### config.mk
export PLATFORM = sky130hd
export DESIGN_NAME = retry_queue_two_level_arbiter
export DESIGN_NICKNAME = d
export VERILOG_FILES = /design/src/rtl/rqarb_pkg.sv /design/src/rtl/retry_queue_two_level_arbiter.sv /design/src/rtl/rqarb_ram.sv /design/src/rtl/rqarb_ctrl.sv /design/src/rtl/rqarb_dp.sv
export SDC_FILE = /design/constraint.sdc
export NUM_CORES = 2
export LEC_CHECK = 0
export BUFFER_PORTS_ARGS = -buffer_cell sky130_fd_sc_hd__buf_2
export CORE_MARGIN = 2
export CORE_UTILIZATION = 25
export CTS_CLUSTER_SIZE = 20
export DETAILED_ROUTE_END_ITERATION = 8
export SLEW_MARGIN = 20
export SYNTH_ARGS = -nofsm -noshare
export SYNTH_HDL_FRONTEND = slang
export SYNTH_SLANG_ARGS = --single-unit
### constraint.sdc
create_clock -name clk -period 23.7 [get_ports clk]
set_clock_uncertainty 0.2 [all_clocks]
set_input_delay 1.185 -clock clk [delete_from_list [all_inputs] [get_ports clk]]
set_output_delay 1.185 -clock clk [all_outputs]
set_load 0.02 [all_outputs]
### src/rtl/rqarb_pkg.sv
// ----------------------------------------------------------------------------
// Retry arbiter package
// Shared constants, codes and controller/datapath interface types.
// ----------------------------------------------------------------------------
package rqarb_pkg;

  // Sources per class and counter width.
  localparam int SOURCE_COUNT = 16;
  localparam int COUNT_WIDTH  = 8;

  localparam int SRC_W     = (SOURCE_COUNT > 1) ? $clog2(SOURCE_COUNT) : 1;
  localparam int SRC_IN_W  = 4;
  localparam int CLASS_COUNT = 6;
  localparam int CLASS_W   = 3;
  localparam int ADDR_W    = CLASS_W + SRC_W;
  localparam int RAM_DEPTH = 1 << ADDR_W;

  localparam logic [COUNT_WIDTH-1:0] COUNT_MAX = {COUNT_WIDTH{1'b1}};

  // Stream widths: payload bits rounded up to whole bytes.
  localparam int IN_DATA_W  = 16;
  localparam int IN_USER_W  = 2;
  localparam int OUT_DATA_W = 24;

  // Command classes.
  localparam logic [CLASS_W-1:0] CL_HPR   = 3'd0;
  localparam logic [CLASS_W-1:0] CL_LPR   = 3'd1;
  localparam logic [CLASS_W-1:0] CL_GPR   = 3'd2;
  localparam logic [CLASS_W-1:0] CL_TPW   = 3'd3;
  localparam logic [CLASS_W-1:0] CL_GPW   = 3'd4;
  localparam logic [CLASS_W-1:0] CL_CMO   = 3'd5;
  localparam logic [CLASS_W-1:0] NO_CLASS = 3'd7;

  // Request functions.
  localparam logic [1:0] FN_RECORD  = 2'd0;
  localparam logic [1:0] FN_RELEASE = 2'd1;
  localparam logic [1:0] FN_GRANT   = 2'd2;

  // Result status codes.
  localparam logic [1:0] ST_OK        = 2'd0;
  localparam logic [1:0] ST_BAD_INDEX = 2'd1;
  localparam logic [1:0] ST_UNDERFLOW = 2'd2;
  localparam logic [1:0] ST_SATURATED = 2'd3;

  // Configuration register indexes.
  localparam logic CFG_GPR_AGE = 1'b0;
  localparam logic CFG_GPW_AGE = 1'b1;

  typedef struct packed {
    logic capture;  // latch the incoming request and issue the counter read
    logic commit;   // write the counter back and load the result register
  } cmd_t;

  typedef struct packed {
    logic out_free; // result register is empty or being taken this cycle
  } sts_t;

endpackage

### src/rtl/retry_queue_two_level_arbiter.sv
// ----------------------------------------------------------------------------
// Retry queue two-level arbiter
// Per-class, per-source pending-retry counters with class and source arbitration.
// ----------------------------------------------------------------------------
// Each request is handled in a capture step and a commit step: the capture
// step accepts it, runs the class and source arbitration from the per-entry
// nonzero flags and issues the read of the counter RAM; the commit step writes
// the updated counter back and loads the result register. The counter RAM's
// registered read sets this split. The next request is accepted while a result
// still waits in the result register; the commit step waits for as long as the
// result register stays full. Reset needs no clearing pass: a counter whose
// nonzero flag is clear reads as zero, so all counters are empty right after
// reset. The age-enable registers are written through the cfg channel, which is
// always ready, and should be written only while no request is in flight.
// ----------------------------------------------------------------------------
module retry_queue_two_level_arbiter (
  input  logic                              clk,
  input  logic                              rst,
  // Request stream.
  input  logic                              s_tvalid,
  output logic                              s_tready,
  // tdata from bit 0: req_class[2:0], source[6:3], gpr_aged[7], gpw_aged[8], zero pad.
  input  logic [rqarb_pkg::IN_DATA_W-1:0]   s_tdata,
  // tuser from bit 0: func[1:0].
  input  logic [rqarb_pkg::IN_USER_W-1:0]   s_tuser,
  // Result stream.
  output logic                              m_tvalid,
  input  logic                              m_tready,
  // tdata from bit 0: grant_valid[0], grant_class[3:1], grant_source[7:4],
  // pending_mask[13:8], all_empty[14], status[16:15], zero pad.
  output logic [rqarb_pkg::OUT_DATA_W-1:0]  m_tdata,
  // Configuration writes: index 0 gpr_age_enable, index 1 gpw_age_enable.
  input  logic                              cfg_valid,
  output logic                              cfg_ready,
  input  logic                              cfg_index,
  input  logic                              cfg_data
);

  rqarb_pkg::cmd_t cmd;
  rqarb_pkg::sts_t sts;

  assign cfg_ready = 1'b1;

  rqarb_ctrl u_ctrl (
    .clk      (clk),
    .rst      (rst),
    .s_tvalid (s_tvalid),
    .s_tready (s_tready),
    .cmd      (cmd),
    .sts      (sts)
  );

  rqarb_dp u_dp (
    .clk       (clk),
    .rst       (rst),
    .cmd       (cmd),
    .sts       (sts),
    .s_tdata   (s_tdata),
    .s_tuser   (s_tuser),
    .cfg_valid (cfg_valid && cfg_ready),
    .cfg_index (cfg_index),
    .cfg_data  (cfg_data),
    .m_tvalid  (m_tvalid),
    .m_tready  (m_tready),
    .m_tdata   (m_tdata)
  );

endmodule

### src/rtl/rqarb_ram.sv
// ----------------------------------------------------------------------------
// Generic RAM
// One write port and one read port with registered read data.
// ----------------------------------------------------------------------------
module rqarb_ram #(
  parameter int WIDTH = 8,
  parameter int DEPTH = 128
) (
  input  logic                     clk,
  input  logic                     we,
  input  logic [$clog2(DEPTH)-1:0] waddr,
  input  logic [WIDTH-1:0]         wdata,
  input  logic                     re,
  input  logic [$clog2(DEPTH)-1:0] raddr,
  output logic [WIDTH-1:0]         rdata
);

  logic [WIDTH-1:0] mem [DEPTH];

  always_ff @(posedge clk) begin
    if (we) begin
      mem[waddr] <= wdata;
    end
    if (re) begin
      rdata <= mem[raddr];
    end
  end

endmodule

### src/rtl/rqarb_ctrl.sv
// ----------------------------------------------------------------------------
// Retry arbiter controller
// Two-state sequencer: take a request, then commit it once the result
// register can accept the outcome.
// ----------------------------------------------------------------------------
module rqarb_ctrl (
  input  logic           clk,
  input  logic           rst,
  input  logic           s_tvalid,
  output logic           s_tready,
  output rqarb_pkg::cmd_t cmd,
  input  rqarb_pkg::sts_t sts
);

  typedef enum logic {
    S_IDLE,
    S_COMMIT
  } state_t;

  state_t state;
  logic   ready;

  always_ff @(posedge clk) begin
    if (rst) begin
      state <= S_IDLE;
      ready <= 1'b1;
    end else begin
      case (state)
        S_IDLE: begin
          if (s_tvalid && ready) begin
            state <= S_COMMIT;
            ready <= 1'b0;
          end
        end
        S_COMMIT: begin
          if (sts.out_free) begin
            state <= S_IDLE;
            ready <= 1'b1;
          end
        end
        default: begin
          state <= S_IDLE;
          ready <= 1'b1;
        end
      endcase
    end
  end

  assign s_tready    = ready;
  assign cmd.capture = s_tvalid && ready;
  assign cmd.commit  = (state == S_COMMIT) && sts.out_free;

endmodule

### src/rtl/rqarb_dp.sv
// ----------------------------------------------------------------------------
// Retry arbiter datapath
// Counter store, nonzero flags, class and source arbitration, result register.
// ----------------------------------------------------------------------------
module rqarb_dp (
  input  logic                                clk,
  input  logic                                rst,
  input  rqarb_pkg::cmd_t                     cmd,
  output rqarb_pkg::sts_t                     sts,
  input  logic [rqarb_pkg::IN_DATA_W-1:0]     s_tdata,
  input  logic [rqarb_pkg::IN_USER_W-1:0]     s_tuser,
  input  logic                                cfg_valid,
  input  logic                                cfg_index,
  input  logic                                cfg_data,
  output logic                                m_tvalid,
  input  logic                                m_tready,
  output logic [rqarb_pkg::OUT_DATA_W-1:0]    m_tdata
);

  localparam int SC  = rqarb_pkg::SOURCE_COUNT;
  localparam int CC  = rqarb_pkg::CLASS_COUNT;
  localparam int SW  = rqarb_pkg::SRC_W;
  localparam int CW  = rqarb_pkg::CLASS_W;
  localparam int NW  = rqarb_pkg::COUNT_WIDTH;

  // Configuration and arbitration state.
  logic                      gpr_age_en;
  logic                      gpw_age_en;
  logic                      rd_ptr;
  logic                      wr_ptr;
  logic [1:0]                grp_ptr;
  logic [CC-1:0][SW-1:0]     src_ptr;
  logic [CC-1:0][SC-1:0]     nz;

  // Captured request.
  logic [1:0]    op_func;
  logic [CW-1:0] op_cls;
  logic [SW-1:0] op_src;
  logic          op_ok;
  logic          op_found;

  // Result register fields.
  logic          r_gvalid;
  logic [CW-1:0] r_gclass;
  logic [3:0]    r_gsrc;
  logic [CC-1:0] r_pmask;
  logic          r_empty;
  logic [1:0]    r_status;

  // Request decode.
  logic [1:0]                  in_func;
  logic [CW-1:0]               in_cls;
  logic [rqarb_pkg::SRC_IN_W-1:0] in_src;
  logic                        in_gpr_aged;
  logic                        in_gpw_aged;
  logic                        idx_ok;
  logic [SW-1:0]               src_idx;

  assign in_func     = s_tuser;
  assign in_cls      = s_tdata[2:0];
  assign in_src      = s_tdata[6:3];
  assign in_gpr_aged = s_tdata[7];
  assign in_gpw_aged = s_tdata[8];
  assign idx_ok      = (in_cls < CW'(CC)) && (int'(in_src) < SC);
  assign src_idx     = SW'(in_src);

  // Class arbitration.
  logic [CC-1:0]       pending;
  logic [CW-1:0]       rw;
  logic [CW-1:0]       ww;
  logic [3:0][CW-1:0]  cand;
  logic [CW-1:0]       win;
  logic                win_ok;
  logic [1:0]          grp_next;
  logic                rd_next;
  logic                wr_next;
  logic [1:0]          k;

  always_comb begin
    for (int c = 0; c < CC; c++) begin
      pending[c] = |nz[c];
    end
  end

  always_comb begin
    win      = rqarb_pkg::NO_CLASS;
    grp_next = grp_ptr;
    rd_next  = rd_ptr;
    wr_next  = wr_ptr;
    k        = '0;
    rw       = rqarb_pkg::NO_CLASS;
    ww       = rqarb_pkg::NO_CLASS;
    cand     = '0;
    if (gpr_age_en && in_gpr_aged && pending[rqarb_pkg::CL_GPR]) begin
      win = rqarb_pkg::CL_GPR;
    end else if (gpw_age_en && in_gpw_aged && pending[rqarb_pkg::CL_GPW]) begin
      win = rqarb_pkg::CL_GPW;
    end else begin
      // Each pair picks by its alternation bit when both members are pending.
      if (pending[rqarb_pkg::CL_LPR] && pending[rqarb_pkg::CL_GPR]) begin
        rw = rd_ptr ? rqarb_pkg::CL_LPR : rqarb_pkg::CL_GPR;
      end else if (pending[rqarb_pkg::CL_LPR]) begin
        rw = rqarb_pkg::CL_LPR;
      end else if (pending[rqarb_pkg::CL_GPR]) begin
        rw = rqarb_pkg::CL_GPR;
      end
      if (pending[rqarb_pkg::CL_TPW] && pending[rqarb_pkg::CL_GPW]) begin
        ww = wr_ptr ? rqarb_pkg::CL_TPW : rqarb_pkg::CL_GPW;
      end else if (pending[rqarb_pkg::CL_TPW]) begin
        ww = rqarb_pkg::CL_TPW;
      end else if (pending[rqarb_pkg::CL_GPW]) begin
        ww = rqarb_pkg::CL_GPW;
      end
      cand[0] = rw;
      cand[1] = ww;
      cand[2] = pending[rqarb_pkg::CL_HPR] ? rqarb_pkg::CL_HPR : rqarb_pkg::NO_CLASS;
      cand[3] = pending[rqarb_pkg::CL_CMO] ? rqarb_pkg::CL_CMO : rqarb_pkg::NO_CLASS;
      // Walk from the farthest slot down so the nearest one after the pointer wins.
      for (int i = 3; i >= 0; i--) begin
        k = grp_ptr + 2'(i) + 2'd1;
        if (cand[k] != rqarb_pkg::NO_CLASS) begin
          win      = cand[k];
          grp_next = k;
        end
      end
      // A pair that lost while both members waited keeps its preference.
      if (rw != rqarb_pkg::NO_CLASS &&
          !(win != rw && pending[rqarb_pkg::CL_LPR] && pending[rqarb_pkg::CL_GPR])) begin
        rd_next = (rw == rqarb_pkg::CL_LPR) ? 1'b0 : 1'b1;
      end
      if (ww != rqarb_pkg::NO_CLASS &&
          !(win != ww && pending[rqarb_pkg::CL_TPW] && pending[rqarb_pkg::CL_GPW])) begin
        wr_next = (ww == rqarb_pkg::CL_TPW) ? 1'b0 : 1'b1;
      end
    end
  end

  assign win_ok = (win != rqarb_pkg::NO_CLASS);

  // Source round robin inside the winning class.
  logic [SC-1:0] win_nz;
  logic [SW-1:0] win_ptr;
  logic [SW:0]   ssum;
  logic [SW-1:0] gsrc;

  always_comb begin
    win_nz  = '0;
    win_ptr = '0;
    for (int c = 0; c < CC; c++) begin
      if (win == CW'(c)) begin
        win_nz  = nz[c];
        win_ptr = src_ptr[c];
      end
    end
  end

  always_comb begin
    gsrc = '0;
    ssum = '0;
    for (int i = SC - 1; i >= 0; i--) begin
      ssum = {1'b0, win_ptr} + (SW+1)'(i) + (SW+1)'(1);
      if (ssum >= (SW+1)'(SC)) begin
        ssum = ssum - (SW+1)'(SC);
      end
      if (win_nz[ssum[SW-1:0]]) begin
        gsrc = ssum[SW-1:0];
      end
    end
  end

  // Counter store.
  logic                          is_grant;
  logic [CW-1:0]                 rd_cls;
  logic [SW-1:0]                 rd_src;
  logic [NW-1:0]                 ram_q;
  logic                          we;
  logic [NW-1:0]                 wdata;

  assign is_grant = (in_func == rqarb_pkg::FN_GRANT);
  assign rd_cls   = is_grant ? win : in_cls;
  assign rd_src   = is_grant ? gsrc : src_idx;

  rqarb_ram #(
    .WIDTH (NW),
    .DEPTH (rqarb_pkg::RAM_DEPTH)
  ) u_counts (
    .clk   (clk),
    .we    (we && cmd.commit),
    .waddr ({op_cls, op_src}),
    .wdata (wdata),
    .re    (cmd.capture),
    .raddr ({rd_cls, rd_src}),
    .rdata (ram_q)
  );

  // Commit: a counter whose nonzero flag is clear reads as zero.
  logic          cur_nz;
  logic [NW-1:0] cnt;
  logic [1:0]    status;
  logic          gvalid;
  logic [CC-1:0][SC-1:0] nz_next;
  logic [CC-1:0] pmask_next;

  always_comb begin
    cur_nz = 1'b0;
    for (int c = 0; c < CC; c++) begin
      if (op_cls == CW'(c)) begin
        cur_nz = nz[c][op_src];
      end
    end
  end

  assign cnt = cur_nz ? ram_q : '0;

  always_comb begin
    we     = 1'b0;
    wdata  = cnt;
    status = rqarb_pkg::ST_OK;
    gvalid = 1'b0;
    case (op_func)
      rqarb_pkg::FN_RECORD: begin
        if (!op_ok) begin
          status = rqarb_pkg::ST_BAD_INDEX;
        end else if (cnt == rqarb_pkg::COUNT_MAX) begin
          status = rqarb_pkg::ST_SATURATED;
        end else begin
          we    = 1'b1;
          wdata = cnt + NW'(1);
        end
      end
      rqarb_pkg::FN_RELEASE: begin
        if (!op_ok) begin
          status = rqarb_pkg::ST_BAD_INDEX;
        end else if (cnt == '0) begin
          status = rqarb_pkg::ST_UNDERFLOW;
        end else begin
          we    = 1'b1;
          wdata = cnt - NW'(1);
        end
      end
      rqarb_pkg::FN_GRANT: begin
        if (op_found) begin
          we     = 1'b1;
          wdata  = cnt - NW'(1);
          gvalid = 1'b1;
        end
      end
      default: begin
        status = rqarb_pkg::ST_BAD_INDEX;
      end
    endcase
  end

  always_comb begin
    nz_next = nz;
    for (int c = 0; c < CC; c++) begin
      if (we && op_cls == CW'(c)) begin
        nz_next[c][op_src] = (wdata != '0);
      end
    end
    for (int c = 0; c < CC; c++) begin
      pmask_next[c] = |nz_next[c];
    end
  end

  assign sts.out_free = !m_tvalid || m_tready;

  always_ff @(posedge clk) begin
    if (rst) begin
      gpr_age_en <= 1'b0;
      gpw_age_en <= 1'b0;
      rd_ptr     <= 1'b0;
      wr_ptr     <= 1'b0;
      grp_ptr    <= 2'd3;
      src_ptr    <= {CC{SW'(SC - 1)}};
      nz         <= '0;
      m_tvalid   <= 1'b0;
    end else begin
      if (cfg_valid) begin
        if (cfg_index == rqarb_pkg::CFG_GPR_AGE) begin
          gpr_age_en <= cfg_data;
        end else begin
          gpw_age_en <= cfg_data;
        end
      end
      // Pointers are only read at capture, so they move right away.
      if (cmd.capture && is_grant) begin
        grp_ptr <= grp_next;
        rd_ptr  <= rd_next;
        wr_ptr  <= wr_next;
        for (int c = 0; c < CC; c++) begin
          if (win == CW'(c)) begin
            src_ptr[c] <= gsrc;
          end
        end
      end
      if (cmd.commit) begin
        nz       <= nz_next;
        m_tvalid <= 1'b1;
      end else if (m_tready) begin
        m_tvalid <= 1'b0;
      end
    end
  end

  always_ff @(posedge clk) begin
    if (cmd.capture) begin
      op_func  <= in_func;
      op_cls   <= rd_cls;
      op_src   <= rd_src;
      op_ok    <= idx_ok;
      op_found <= win_ok;
    end
    if (cmd.commit) begin
      r_gvalid <= gvalid;
      r_gclass <= gvalid ? op_cls : '0;
      r_gsrc   <= gvalid ? 4'(op_src) : 4'd0;
      r_pmask  <= pmask_next;
      r_empty  <= (pmask_next == '0);
      r_status <= status;
    end
  end

  assign m_tdata = {7'd0, r_status, r_empty, r_pmask, r_gsrc, r_gclass, r_gvalid};

  a_grant_class: assert property (@(posedge clk) disable iff (rst)
    (m_tvalid && r_gvalid) |-> (r_gclass <= rqarb_pkg::CL_CMO))
    else $error("granted class out of range");

  a_empty_mask: assert property (@(posedge clk) disable iff (rst)
    m_tvalid |-> (r_empty == (r_pmask == '0)))
    else $error("all_empty disagrees with pending mask");

  a_grant_status: assert property (@(posedge clk) disable iff (rst)
    (m_tvalid && r_gvalid) |-> (r_status == rqarb_pkg::ST_OK && r_pmask != '0 ||
                                r_status == rqarb_pkg::ST_OK && r_empty))
    else $error("grant reported with a non-ok status");

endmodule

==> flow_summary.toml <==
[final_layout]
final_common_cell = "edfxtp_1"
nNetsFinal = 4803
syn_to_final_growth_pct = 12.8
final_cell_mix = "edfxtp_1, nand2_1, nor2_1, nand3_1, nor3_1"
layout-drive-gt1-share = 0.0895
nFillCells = 22500
design_area_mm2 = 0.0625

[power_and_ir_drop]
cellLeakagePower_nw = 20.2
ir_drop_uv = 92.0
p_per_area_mw_per_mm2 = 101

[placed_design]
dp_slack_ns = 10.37
port_buffers = 36
placed_area_mm2 = 0.0583
gp_congestion = 0.952
dp_hpwl_mm = 109

[clock_network]
clock_latency_ns = 0.77
clkSinkCount = 1189
numCtsBuffers = 130
cts_resized = 0
cts_max_level = 4
cts_hold_buf = 0
clk_pin_slew_ns = 0.06
clockRootBuffer = "clkbuf_16"
cts_tree = "yes"
cts_buffer_depth = 3
post_cts_buffers = 0

[synthesis]
synth.distinct_cells = 109
synth_area_leaders = "edfxtp_1, nand2_1, dfxtp_1"
seq_area_frac_synth = 0.622
netlist_instances = 4852
synthFlopType = "edfxtp_1"
post-synth-top-area-cell = "edfxtp_1"
synth-seq-cells = 1189
ys_warn_count = 0
async_flop_share = 0
synth_top_cell_area_share = 0.575
synth_area_mm2 = 0.0554
synth.avg_cell_area_um2 = 11.4
synth-edff-count = 1060

[floorplanning]
die_w_um = 475
initial_core_util = 0.252
core-area_mm2 = 0.220
die_y_um = 475
ios = 52
num_rows = 172
die-area_mm2 = 0.225

[sta]
finalCriticalPeriod_ns = 13.64
fin_ws_ns = 10.06
rsz0062_at_grt = "no"
drv_slew = 0
slew_headroom = 0.183
fin_tns_setup_ns = 0
tightest_slew_ns = 1.22
fin_crit_sh = 0.575
finalSetupViolCount = 0
clock.fmax_mhz = 73.3
hold_viol = 0
hold_ws_ns = 0.262

[detailed_routing]
drtIter0Drc = 4828
drc_errors = 0
vias = 40500
drt-total-wl_mm = 174
post_drt_via_cell_ratio = 5.17
antenna_left = 0
firstDrtPassIters = 6
wire_per_inst_um = 22.3

[worst_hold_path]
hold_class = "reg -> reg"

[grt]
grt_max_degree = 179
use_met1 = 0.205
grt_usage = 0.150
grt_pass1_vias = 38200
grtUsageMet2 = 0.233
grt_pass1_wl_mm = 257
use_met3 = 0.0303
antenna_found_initial = 4
overflow = 0
top_usage_layer = "met2"

[setup_path]
crit_top_cell = "buf_4"
critPathSlowestCell = "a211oi_1"
path_class = "reg -> reg"
start_kind = "flip-flop"
critPathMaxFanout = 159
endpoint = "u_dp.u_counts.rdata[5]"
end_kind = "flip-flop"
arrival_ns = 13.92
r2r_end = "u_dp.u_counts.rdata[5]"
slowest_delay_ns = 0.91
rr_worst_depth = 31
required_ns = 23.98
r2r_slack_ns = 10.06
r2r_start = "u_dp.nz[86]"
worstSetupStartpoint = "u_dp.nz[86]"

[outcome]
status = "completed"

[job]
max-cap-violations = 0
[routing by layer]
metal | wire [µm] | vias to the layer above | part of all wire
met5 | 52 | - | 0.00030
met1 | 74000 | 20100 | 0.42
met3 | 15400 | 329 | 0.088
met2 | 78800 | 1955 | 0.45
met4 | 5800 | 8 | 0.033
li1 | - | 18000 | -
[sequential cells by signal, summed over array words and instances, names as in the netlist, 2 cells and up]
name and flops:
u_dp.src_ptr 24, u_dp.op_func 2, u_dp.grp_ptr 2, u_dp.r_pmask 6, u_dp.r_status 2, u_dp.r_gclass 3, u_dp.op_cls 3, u_dp.u_counts.rdata 8
u_dp.r_gsrc 4, u_dp.op_src 4, u_dp.u_counts.mem 1024, u_dp.nz 96
[worst min-delay path by stage]
stage / from / to / slack (ns) / depth (start not counted)
after global placement: u_dp.src_ptr[17] / u_dp.src_ptr[17] / 0.24 / 1
final: u_dp.src_ptr[14] / u_dp.src_ptr[14] / 0.26 / 1
after global routing: u_dp.src_ptr[1] / u_dp.src_ptr[1] / 0.28 / 1
after detailed placement: u_dp.src_ptr[18] / u_dp.src_ptr[18] / 0.25 / 1
after CTS: u_dp.src_ptr[18] / u_dp.src_ptr[18] / 0.27 / 1
after floorplan: u_dp.src_ptr[6] / u_dp.src_ptr[6] / 0.23 / 1
[synth_stat cells, types with 53 or more instances]
| cell type | n |
|---|---|
| a21oi_1 | 205 |
| a31oi_1 | 101 |
| a32oi_1 | 79 |
| and3_1 | 53 |
| buf_2 | 97 |
| clkbuf_1 | 152 |
| dfxtp_1 | 129 |
| edfxtp_1 | 1060 |
| mux2i_1 | 147 |
| nand2_1 | 925 |
| nand3_1 | 231 |
| nor2_1 | 442 |
| nor3_1 | 226 |
| o21ai_0 | 96 |
[final cells by class]
type,instances,area [µm²],share of cell area
multi-input combinational,3288,19200,0.307
sequential,1189,34400,0.551
inverter,43,189,0.00303
timing repair buffer,115,817,0.0131
clock inverter,64,707,0.0113
antenna,1,2.50,0.0000401
tap,2958,3700,0.0593
clock buffer,163,3430,0.0549
[kinds of logic (layout without fill, tap and decap cells)]
family,after synthesis,count (layout),share of synthesized area
AOI/OAI and AO/OA,931,931,0.120
xor gates and xnor gates,17,17,0.00368
adders and majority gates,11,11,0.00249
buffers and inverters,381,385,0.0343
DFF,1189,1189,0.622
muxes,204,204,0.0464
other,2,9,0.000136
and+or+nand+nor,2117,2117,0.171
[through the flow]
stage / total power, mW / cells / utilization
2_1_floorplan: 3.73 / 4858 / -
3_3_place_gp: 4.31 / 7593 / 0.265
3_5_place_dp: 4.32 / 7593 / 0.265
4_1_cts: 6.30 / 7820 / 0.284
5_1_grt: 6.55 / 7820 / 0.284
6_report: 6.29 / 7821 / 0.284
[report_power, final]
part	internal (mW)	switching, mW	total [mW]
Sequential	2.31	0.0128	2.32
Clock	1.13	0.851	1.99
Combinational	0.577	1.41	1.98
[worst max-delay path, delay by kind of cell, from the launching register on]
family	cells	cell delay, ns
flip-flops	1	0.38
AO/OA/AOI/OAI	12	4.21
multiplexers	3	0.62
XOR/XNOR	1	0.76
adder cells (fa/ha/maj)	1	0.37
buffers and inverters	6	3.08
AND/OR/NAND/NOR	8	3.52
Power figures use the tool's default switching activity.
